**config.mk**
```make
export PLATFORM = sky130hd
export DESIGN_NAME = audio_command_list_translator_unit
export DESIGN_NICKNAME = d
export VERILOG_FILES = /design/src/rtl/core/aclt_pkg.sv /design/src/rtl/core/aclt_front.sv /design/src/rtl/core/aclt_queue.sv /design/src/rtl/core/aclt_back.sv /design/src/rtl/core/audio_command_list_translator_unit.sv
export SDC_FILE = /design/constraint.sdc
export NUM_CORES = 1
export LEC_CHECK = 0
export BUFFER_PORTS_ARGS = -buffer_cell sky130_fd_sc_hd__buf_2
export CAP_MARGIN = 10
export CORE_ASPECT_RATIO = 0.5
export CORE_MARGIN = 1
export CORE_UTILIZATION = 54
export DETAILED_ROUTE_END_ITERATION = 10
export PLACE_DENSITY = 0.83
export SLEW_MARGIN = 20
export SYNTH_ARGS = -nofsm -noshare
export SYNTH_HDL_FRONTEND = slang
export SYNTH_SLANG_ARGS = --single-unit
```
**constraint.sdc**
```tcl
create_clock -name i_clk -period 7.1 [get_ports i_clk]
set_input_delay 2.13 -clock i_clk [delete_from_list [all_inputs] [get_ports i_clk]]
set_output_delay 2.13 -clock i_clk [all_outputs]
set_load 0.005 [all_outputs]
```
**src/rtl/core/aclt_pkg.sv**
```systemverilog
package aclt_pkg;

    localparam logic [1:0] MODE_CMD  = 2'd0;
    localparam logic [1:0] MODE_PASS = 2'd1;
    localparam logic [1:0] MODE_CAPT = 2'd2;
    localparam logic [1:0] MODE_SKIP = 2'd3;

    localparam logic [15:0] CMD_NOP2     = 16'h0000;
    localparam logic [15:0] CMD_SET_ADDR = 16'h0002;
    localparam logic [15:0] CMD_PUT_ADDR = 16'h0003;
    localparam logic [15:0] CMD_MIX_A    = 16'h0004;
    localparam logic [15:0] CMD_MIX_B    = 16'h0005;
    localparam logic [15:0] CMD_SKIP2_A  = 16'h0007;
    localparam logic [15:0] CMD_MIX_C    = 16'h000E;
    localparam logic [15:0] CMD_END      = 16'h000F;
    localparam logic [15:0] CMD_SKIP4    = 16'h0010;
    localparam logic [15:0] CMD_SKIP2_B  = 16'h0011;
    localparam logic [15:0] CMD_MIX_D    = 16'h0012;
    localparam logic [15:0] CMD_SKIP12   = 16'h0013;

    localparam logic [15:0] OUT_NOP2     = 16'h0000;
    localparam logic [15:0] OUT_PUT_ADDR = 16'h0004;
    localparam logic [15:0] OUT_MIX_A    = 16'h0005;
    localparam logic [15:0] OUT_MIX_B    = 16'h0006;
    localparam logic [15:0] OUT_MIX_C    = 16'h000B;
    localparam logic [15:0] OUT_MIX_D    = 16'h000A;
    localparam logic [15:0] OUT_TERM     = 16'h000E;
    localparam logic [15:0] OUT_FLAG     = 16'h8000;

    localparam logic REG_LIST_LENGTH  = 1'b0;
    localparam logic REG_OUT_CAPACITY = 1'b1;

    localparam logic [15:0] LIST_LENGTH_RST  = 16'd1;
    localparam logic [15:0] OUT_CAPACITY_RST = 16'hFFFF;

    typedef struct packed {
        logic [3:0][15:0] words;
        logic [2:0]       cnt;
        logic             term;
    } t_grp;

endpackage

```
**src/rtl/core/aclt_front.sv**
```systemverilog
module aclt_front (
    input  logic              i_clk,
    input  logic              i_rst_n,
    input  logic              i_accept,
    input  logic [15:0]       i_word,
    input  logic [15:0]       i_list_length,
    output logic              o_grp_valid,
    output aclt_pkg::t_grp    o_grp
);
    import aclt_pkg::*;

    logic [15:0] r_pos, n_pos;
    logic [3:0]  r_ar, n_ar;
    logic [1:0]  r_mode, n_mode;
    logic [31:0] r_addr, n_addr;
    logic        r_fin, n_fin;

    logic [15:0] len;
    logic [16:0] nxt;
    logic        fit2, fit4, fit12, is_end;
    logic [1:0]  nb;
    t_grp        grp;

    always_comb begin
        n_pos  = r_pos;
        n_ar   = r_ar;
        n_mode = r_mode;
        n_addr = r_addr;
        n_fin  = r_fin;
        grp    = '0;
        nb     = 2'd0;
        len    = (i_list_length == 16'd0) ? 16'd1 : i_list_length;
        nxt    = {1'b0, r_pos} + 17'd1;
        fit2   = (nxt + 17'd2)  <= {1'b0, len};
        fit4   = (nxt + 17'd4)  <= {1'b0, len};
        fit12  = (nxt + 17'd12) <= {1'b0, len};
        is_end = nxt >= {1'b0, len};
        if (r_fin) begin
            n_fin = 1'b1;
        end else if (r_mode == MODE_CMD) begin
            unique case (i_word) inside
                CMD_NOP2: begin
                    if (fit2) begin
                        grp.words[0] = OUT_NOP2;
                        nb           = 2'd1;
                        n_mode       = MODE_PASS;
                        n_ar         = 4'd2;
                    end
                end
                CMD_SET_ADDR: begin
                    if (fit2) begin
                        n_mode = MODE_CAPT;
                        n_ar   = 4'd2;
                    end
                end
                CMD_PUT_ADDR: begin
                    grp.words[0] = OUT_PUT_ADDR;
                    grp.words[1] = r_addr[31:16];
                    grp.words[2] = r_addr[15:0];
                    nb           = 2'd3;
                end
                CMD_MIX_A, CMD_MIX_B, CMD_MIX_C: begin
                    if (fit4) begin
                        grp.words[0] = (i_word == CMD_MIX_A) ? OUT_MIX_A :
                                       (i_word == CMD_MIX_B) ? OUT_MIX_B : OUT_MIX_C;
                        grp.words[1] = OUT_FLAG;
                        nb           = 2'd2;
                        n_mode       = MODE_PASS;
                        n_ar         = 4'd4;
                    end
                end
                CMD_MIX_D: begin
                    if (fit4) begin
                        grp.words[0] = OUT_MIX_D;
                        nb           = 2'd1;
                        n_mode       = MODE_PASS;
                        n_ar         = 4'd4;
                    end
                end
                CMD_END: begin
                    grp.words[0] = OUT_TERM;
                    nb           = 2'd1;
                    n_fin        = 1'b1;
                end
                CMD_SKIP2_A, CMD_SKIP2_B: begin
                    if (fit2) begin
                        n_mode = MODE_SKIP;
                        n_ar   = 4'd2;
                    end
                end
                CMD_SKIP4: begin
                    if (fit4) begin
                        n_mode = MODE_SKIP;
                        n_ar   = 4'd4;
                    end
                end
                CMD_SKIP12: begin
                    if (fit12) begin
                        n_mode = MODE_SKIP;
                        n_ar   = 4'd12;
                    end
                end
                default: begin
                    n_fin = 1'b1;
                end
            endcase
        end else begin
            if (r_mode == MODE_PASS) begin
                grp.words[0] = i_word;
                nb           = 2'd1;
            end else if (r_mode == MODE_CAPT) begin
                n_addr = {r_addr[15:0], i_word};
            end
            if (r_ar != 4'd0) begin
                n_ar = r_ar - 4'd1;
            end
            if (n_ar == 4'd0) begin
                n_mode = MODE_CMD;
            end
        end
        if (is_end) begin
            grp.words[nb] = OUT_TERM;
            grp.term      = 1'b1;
            n_pos         = 16'd0;
            n_ar          = 4'd0;
            n_mode        = MODE_CMD;
            n_addr        = 32'd0;
            n_fin         = 1'b0;
        end else begin
            n_pos = nxt[15:0];
        end
        grp.cnt = {1'b0, nb} + {2'b00, is_end};
    end

    always_ff @(posedge i_clk) begin
        if (!i_rst_n) begin
            r_pos  <= 16'd0;
            r_ar   <= 4'd0;
            r_mode <= MODE_CMD;
            r_addr <= 32'd0;
            r_fin  <= 1'b0;
        end else if (i_accept) begin
            r_pos  <= n_pos;
            r_ar   <= n_ar;
            r_mode <= n_mode;
            r_addr <= n_addr;
            r_fin  <= n_fin;
        end
    end

    assign o_grp_valid = i_accept && (grp.cnt != 3'd0);
    assign o_grp       = grp;

endmodule

```
**src/rtl/core/aclt_queue.sv**
```systemverilog
module aclt_queue #(
    parameter int QDEPTH = 2
) (
    input  logic              i_clk,
    input  logic              i_rst_n,
    input  logic              i_wr,
    input  aclt_pkg::t_grp    i_grp,
    input  logic              i_rd,
    output logic              o_full,
    output logic              o_valid,
    output aclt_pkg::t_grp    o_head
);
    import aclt_pkg::*;

    localparam int AW = $clog2(QDEPTH);
    localparam int CW = $clog2(QDEPTH + 1);

    t_grp          r_mem [QDEPTH];
    logic [AW-1:0] r_wp, r_rp;
    logic [CW-1:0] r_cnt, n_cnt;

    always_comb begin
        n_cnt = r_cnt;
        if (i_wr && !i_rd) begin
            n_cnt = r_cnt + 1'b1;
        end else if (!i_wr && i_rd) begin
            n_cnt = r_cnt - 1'b1;
        end
    end

    always_ff @(posedge i_clk) begin
        if (!i_rst_n) begin
            r_wp  <= '0;
            r_rp  <= '0;
            r_cnt <= '0;
        end else begin
            r_cnt <= n_cnt;
            if (i_wr) begin
                r_wp <= (r_wp == AW'(QDEPTH - 1)) ? '0 : r_wp + 1'b1;
            end
            if (i_rd) begin
                r_rp <= (r_rp == AW'(QDEPTH - 1)) ? '0 : r_rp + 1'b1;
            end
        end
    end

    always_ff @(posedge i_clk) begin
        if (i_wr) begin
            r_mem[r_wp] <= i_grp;
        end
    end

    assign o_full  = (r_cnt == CW'(QDEPTH));
    assign o_valid = (r_cnt != '0);
    assign o_head  = r_mem[r_rp];

endmodule

```
**src/rtl/core/aclt_back.sv**
```systemverilog
module aclt_back (
    input  logic              i_clk,
    input  logic              i_rst_n,
    input  logic              i_valid,
    input  aclt_pkg::t_grp    i_head,
    input  logic [15:0]       i_out_capacity,
    input  logic              i_pop,
    output logic              o_rd,
    output logic              o_empty,
    output logic [15:0]       o_out_word,
    output logic              o_kept,
    output logic              o_last,
    output logic [15:0]       o_out_count
);
    import aclt_pkg::*;

    logic [1:0]  r_idx;
    logic [15:0] r_stored;
    logic        r_valid;
    logic [15:0] r_word, r_count;
    logic        r_kept, r_last;

    logic        load, tail, kept, is_last;
    logic [15:0] cnt_new;

    always_comb begin
        load    = i_valid && (!r_valid || i_pop);
        tail    = ({1'b0, r_idx} + 3'd1) == i_head.cnt;
        is_last = i_head.term && tail;
        kept    = r_stored < i_out_capacity;
        cnt_new = kept ? r_stored + 16'd1 : r_stored;
    end

    always_ff @(posedge i_clk) begin
        if (!i_rst_n) begin
            r_idx    <= 2'd0;
            r_stored <= 16'd0;
            r_valid  <= 1'b0;
        end else begin
            if (load) begin
                r_valid  <= 1'b1;
                r_idx    <= tail ? 2'd0 : r_idx + 2'd1;
                r_stored <= is_last ? 16'd0 : cnt_new;
            end else if (i_pop) begin
                r_valid <= 1'b0;
            end
        end
    end

    always_ff @(posedge i_clk) begin
        if (load) begin
            r_word  <= i_head.words[r_idx];
            r_kept  <= kept;
            r_last  <= is_last;
            r_count <= cnt_new;
        end
    end

    assign o_rd        = load && tail;
    assign o_empty     = !r_valid;
    assign o_out_word  = r_word;
    assign o_kept      = r_kept;
    assign o_last      = r_last;
    assign o_out_count = r_count;

endmodule

```
**src/rtl/core/audio_command_list_translator_unit.sv**
```systemverilog
// Command list translator. Source words enter through push/full, one word per
// cycle while the group queue between the parser and the emitter has room; each
// word is parsed at once and yields zero to four result beats, which leave
// through empty/pop at one beat per cycle from the output register. Sustained
// throughput is therefore set by the result port. QDEPTH sets how many
// groups of beats may wait between the parser and the emitter. The list length
// and output capacity are written over the APB port at offsets 0x0 and 0x4.
module audio_command_list_translator_unit #(
    parameter int QDEPTH = 2
) (
    input  logic        i_clk,
    input  logic        i_rst_n,
    input  logic        push,
    output logic        full,
    input  logic [15:0] i_word,
    output logic        empty,
    input  logic        pop,
    output logic [15:0] o_out_word,
    output logic        o_kept,
    output logic        o_last,
    output logic [15:0] o_out_count,
    input  logic        psel,
    input  logic        penable,
    input  logic        pwrite,
    input  logic [2:0]  paddr,
    input  logic [31:0] pwdata,
    output logic [31:0] prdata,
    output logic        pready
);
    import aclt_pkg::*;

    logic [15:0] r_list_length, r_out_capacity;
    logic        cfg_wr, accept, grp_valid, q_valid, q_full, q_rd;
    t_grp        grp, head;

    assign pready = 1'b1;
    assign cfg_wr = psel && penable && pwrite && pready;

    always_ff @(posedge i_clk) begin
        if (!i_rst_n) begin
            r_list_length  <= LIST_LENGTH_RST;
            r_out_capacity <= OUT_CAPACITY_RST;
        end else if (cfg_wr) begin
            unique case (paddr[2])
                REG_LIST_LENGTH:  r_list_length  <= pwdata[15:0];
                REG_OUT_CAPACITY: r_out_capacity <= pwdata[15:0];
                default: ;
            endcase
        end
    end

    always_comb begin
        unique case (paddr[2])
            REG_LIST_LENGTH:  prdata = {16'd0, r_list_length};
            REG_OUT_CAPACITY: prdata = {16'd0, r_out_capacity};
            default:          prdata = 32'd0;
        endcase
    end

    assign full   = q_full;
    assign accept = push && !full;

    aclt_front u_front (
        .i_clk         (i_clk),
        .i_rst_n       (i_rst_n),
        .i_accept      (accept),
        .i_word        (i_word),
        .i_list_length (r_list_length),
        .o_grp_valid   (grp_valid),
        .o_grp         (grp)
    );

    aclt_queue #(
        .QDEPTH (QDEPTH)
    ) u_queue (
        .i_clk   (i_clk),
        .i_rst_n (i_rst_n),
        .i_wr    (grp_valid),
        .i_grp   (grp),
        .i_rd    (q_rd),
        .o_full  (q_full),
        .o_valid (q_valid),
        .o_head  (head)
    );

    aclt_back u_back (
        .i_clk          (i_clk),
        .i_rst_n        (i_rst_n),
        .i_valid        (q_valid),
        .i_head         (head),
        .i_out_capacity (r_out_capacity),
        .i_pop          (pop),
        .o_rd           (q_rd),
        .o_empty        (empty),
        .o_out_word     (o_out_word),
        .o_kept         (o_kept),
        .o_last         (o_last),
        .o_out_count    (o_out_count)
    );

endmodule

```
==> flow_summary.json <==
{
  "status": "complete, no violations",
  "fillCellCount": 1939,
  "design.portCount": 127,
  "vdd.ir_drop.worst_v": 0.000186,
  "grt_start_max_net_pins": 58,
  "p_sw_share_pct": 30.5,
  "final.min_clock_period_ns": 6.53,
  "yosysWarnings": 0,
  "portBuffers": 91,
  "global_route_total_usage_across_every_layer_pct": 25.8,
  "clock_tree.htree_level_count": 1,
  "antenna_violating_nets_left": 0,
  "wire_length_of_the_first_global_routing_pass_um": 54100,
  "avgSynthCellArea_sq_um": 9.93,
  "detail_route.wl_per_cell_um": 18.8,
  "max_cap_violations": 0,
  "grt_overflow": 0,
  "cp_max_stage_delay_ns": 0.58,
  "synth_edf_count": 140,
  "nets": 1596,
  "critical_path.top_delay_family": "simple AND/OR/NAND/NOR gates",
  "max_freq_mhz": 153,
  "clk_root_buffer_cell": "sky130_fd_sc_hd__clkbuf_16",
  "timing_worst_setup_path_type": "flip-flop to flip-flop",
  "cpMaxStageDelayCell": "sky130_fd_sc_hd__or4_1",
  "route.detailed.vias_per_inst": 6.00,
  "cts_setup_buffers": 0,
  "dominantRegCellSynth": "sky130_fd_sc_hd__edfxtp_1",
  "row_count": 40,
  "detailedPlacementHpwl_um": 23700,
  "p_int_uw": 3010,
  "post-route-drc-count": 0,
  "worst_skew_pair.late_latency_ns": 0.54,
  "maxSlewViolCount": 0,
  "finalHoldViolations": 0,
  "topRoutingLayerUsed": "met4",
  "layout-drive-gt1-share_pct": 14.0,
  "core_sq_um": 24500,
  "yosysUniqueCellTypes": 81,
  "p_per_area_nw_per_um2": 282,
  "clk_transition_reported_paths_ns": 0.06,
  "setup.worst_path.end_class": "flip-flop",
  "sinks_on_the_clock_net": 251,
  "leakage_uw": 0.00610,
  "die_height_um": 115,
  "insertedDiodeCount": 0,
  "report.final.setup_viol": 0,
  "cp_max_fo": 8,
  "seq_power_share_pct": 44.8,
  "antenna_found_initial": 0,
  "regArea_sq_um": 6430,
  "routed-via-count": 10861,
  "start_util_pct": 56.1,
  "timing.final.crit_share_pct": 92.0,
  "cts-root-to-sink-buffers": 3,
  "synth_seq_area_share_pct": 46.7,
  "route.final.wire_length_um": 33900,
  "relSlewSlack_pct": 32.8,
  "crit_arrival_ns": 6.99,
  "wl_met3_um": 2690,
  "combinational_group_share_of_total_power_pct": 25.1,
  "globalplace.congestion": 0.934,
  "grt_pass1_vias": 10237,
  "postSynthCellCount": 1387,
  "tns_ns": 0,
  "cts_made_buffers": 24,
  "fin_skew_ns": 0.0141,
  "critical-path-top-cell-by-count": "sky130_fd_sc_hd__ha_1",
  "detail_route.first_pass.iterations": 5,
  "area_of_the_die_sq_um": 26200,
  "drt-met1-wl_um": 14600,
  "multi_input_area_sq_um": 6730,
  "cp_num_buf_inv": 1,
  "cts_tree": "built",
  "netSwitchingPower_uw": 1320,
  "dieWidth_um": 228,
  "area_delta_synth_final_pct": 11.6,
  "worst_slew_pin_slew_ns": 1.00,
  "clock_power_share_pct": 30.1,
  "netlist_area_pre_place_sq_um": 13800,
  "dr.first_iter.drc_count": 1019,
  "synth_async_sr_flop_share_pct": 0,
  "crit_path_start_kind": "flip-flop",
  "route.met2.wl_um": 16100,
  "timing.final.ws_setup_ns": 0.568,
  "pre_cts_slack_ns": 0.619,
  "setup_repair_after_global_routing_missed_its_margin": "no",
  "worst_hold_path_type": "flip-flop to flip-flop",
  "worst_ep_required_time_ns": 7.56,
  "ys_ff_latch": 251
}
==> cell usage after synthesis, types with 4 or more instances <==
cell / number / share of area [%]
sky130_fd_sc_hd__buf_1: 8 / 0.22
sky130_fd_sc_hd__mux4_2: 16 / 2.6
sky130_fd_sc_hd__and2_1: 45 / 2.0
sky130_fd_sc_hd__a31oi_1: 12 / 0.55
sky130_fd_sc_hd__edfxtp_1: 140 / 31
sky130_fd_sc_hd__o22ai_1: 15 / 0.68
sky130_fd_sc_hd__a2bb2oi_1: 4 / 0.25
sky130_fd_sc_hd__inv_1: 78 / 2.1
sky130_fd_sc_hd__or3_1: 7 / 0.32
sky130_fd_sc_hd__nand2b_1: 12 / 0.55
sky130_fd_sc_hd__a21o_1: 19 / 1.0
sky130_fd_sc_hd__nand3_1: 48 / 1.7
sky130_fd_sc_hd__o21ai_0: 41 / 1.5
sky130_fd_sc_hd__nor2_1: 102 / 2.8
sky130_fd_sc_hd__o31a_1: 4 / 0.25
sky130_fd_sc_hd__a211oi_1: 8 / 0.44
sky130_fd_sc_hd__and3_1: 14 / 0.64
sky130_fd_sc_hd__dfxtp_1: 111 / 16
sky130_fd_sc_hd__or2_2: 4 / 0.18
sky130_fd_sc_hd__xnor2_1: 57 / 3.6
sky130_fd_sc_hd__clkbuf_1: 58 / 1.6
sky130_fd_sc_hd__a21oi_1: 67 / 2.4
sky130_fd_sc_hd__o21bai_1: 7 / 0.38
sky130_fd_sc_hd__nor3_1: 37 / 1.3
sky130_fd_sc_hd__a22oi_1: 36 / 2.0
sky130_fd_sc_hd__xor2_1: 17 / 1.1
sky130_fd_sc_hd__ha_1: 83 / 7.5
sky130_fd_sc_hd__or4_1: 12 / 0.65
sky130_fd_sc_hd__nand4_1: 21 / 0.95
sky130_fd_sc_hd__nand3b_1: 4 / 0.22
sky130_fd_sc_hd__o211ai_1: 29 / 1.6
sky130_fd_sc_hd__nor4_1: 13 / 0.59
sky130_fd_sc_hd__mux2i_1: 24 / 1.7
sky130_fd_sc_hd__nand2_1: 141 / 3.8
sky130_fd_sc_hd__buf_4: 19 / 1.0
sky130_fd_sc_hd__nor2b_1: 5 / 0.23
==> metrics by stage <==
stage	util [%]	hold slack, ns	area [sq um]	std cells	power, uW
after global routing	62.7	0.498	15400	1809	4530
after CTS	62.6	0.480	15300	1809	4350
final	62.7	0.482	15400	1809	4340
after global placement	59.4	0.460	14600	1765	3000
after floorplan	-	0.449	13800	1402	2670
after detailed placement	59.4	0.462	14600	1765	3050
==> flip-flops by register name (all words and copies together) (netlist names), 4 cells and up, named ones only <==
register,count
r_out_capacity,16
u_back.r_stored,16
u_front.r_ar,4
u_back.o_out_count,16
r_list_length,16
u_back.o_out_word,16
u_queue.r_mem,106
u_front.r_addr,32
u_front.r_pos,16
==> cells by family (layout without fill, tap and decap cells) <==
family          count (synthesis)  after routing  share of synthesized area, %
compound gates                277            277                          13.4
xor+xnor                       75             75                          4.91
fa+ha+maj                      84             84                          7.62
buf+inv                       170            241                          5.24
flops                         251            251                          46.7
mux                            43             43                          4.61
other cells                     2             17                        0.0545
simple gates                  485            485                          17.5
==> worst paths after layout <==
path / from / end / slack [ns] / cells after the start
max: u_front.r_pos[0] / u_queue.r_cnt[1] / 0.57 / 25
min: r_list_length[11] / r_list_length[11] / 0.48 / 2
max reg2reg: u_front.r_pos[0] / u_queue.r_cnt[1] / 0.57 / 25
min reg2reg: r_list_length[11] / r_list_length[11] / 0.48 / 2
==> worst min-delay path: stages (launching register included) <==
cell                      delay [ns]
sky130_fd_sc_hd__dfxtp_1        0.32
sky130_fd_sc_hd__nand2_1        0.05
sky130_fd_sc_hd__a21oi_1        0.06
==> per-layer routing <==
layer | global-route usage, % | vias up
met3 | 4.69 | 56
met2 | 43.4 | 470
met1 | 34.7 | 5192
met5 | 0 | -
met4 | 6.58 | 0
li1 | - | 5143
==> layout make-up <==
class                           instances  area share, %
Tap cell                              336           2.74
Clock buffer                           30           4.25
Timing Repair Buffer                  117           4.56
Inverter                               80           1.95
Sequential cell                       251           41.8
Multi-Input combinational cell        981           43.8
Clock inverter                         14          0.904
==> what timing repair did <==
item,in CTS,in global routing
endpoints found under the setup margin,0,1
hold buffers,0,0
gates resized for setup,0,1
==> power groups by stage <==
stage	clock network (uW)	registers [uW]	logic (uW)
final	1310	1940	1090
after global routing	1380	1960	1190
after CTS	1320	1950	1080
after detailed placement	0	1980	1080
after global placement	0	1960	1040
after floorplan	0	1970	694
==> cells in the final DEF, fill, tap and decap left out, types with 14 or more instances in the layout <==
| master | count |
|---|---|
| sky130_fd_sc_hd__a21o_1 | 19 |
| sky130_fd_sc_hd__a21oi_1 | 66 |
| sky130_fd_sc_hd__a22oi_1 | 36 |
| sky130_fd_sc_hd__and2_1 | 44 |
| sky130_fd_sc_hd__and3_1 | 14 |
| sky130_fd_sc_hd__buf_2 | 91 |
| sky130_fd_sc_hd__buf_4 | 22 |
| sky130_fd_sc_hd__clkbuf_16 | 24 |
| sky130_fd_sc_hd__conb_1 | 17 |
| sky130_fd_sc_hd__dfxtp_1 | 110 |
| sky130_fd_sc_hd__edfxtp_1 | 140 |
| sky130_fd_sc_hd__ha_1 | 83 |
| sky130_fd_sc_hd__inv_1 | 78 |
| sky130_fd_sc_hd__mux2i_1 | 24 |
| sky130_fd_sc_hd__mux4_2 | 16 |
| sky130_fd_sc_hd__nand2_1 | 141 |
| sky130_fd_sc_hd__nand3_1 | 48 |
| sky130_fd_sc_hd__nand4_1 | 21 |
| sky130_fd_sc_hd__nor2_1 | 99 |
| sky130_fd_sc_hd__nor3_1 | 37 |
| sky130_fd_sc_hd__o211ai_1 | 29 |
| sky130_fd_sc_hd__o21ai_0 | 41 |
| sky130_fd_sc_hd__o22ai_1 | 15 |
| sky130_fd_sc_hd__xnor2_1 | 57 |
| sky130_fd_sc_hd__xor2_1 | 17 |
Note: power is estimated with default switching activity, not from simulation.
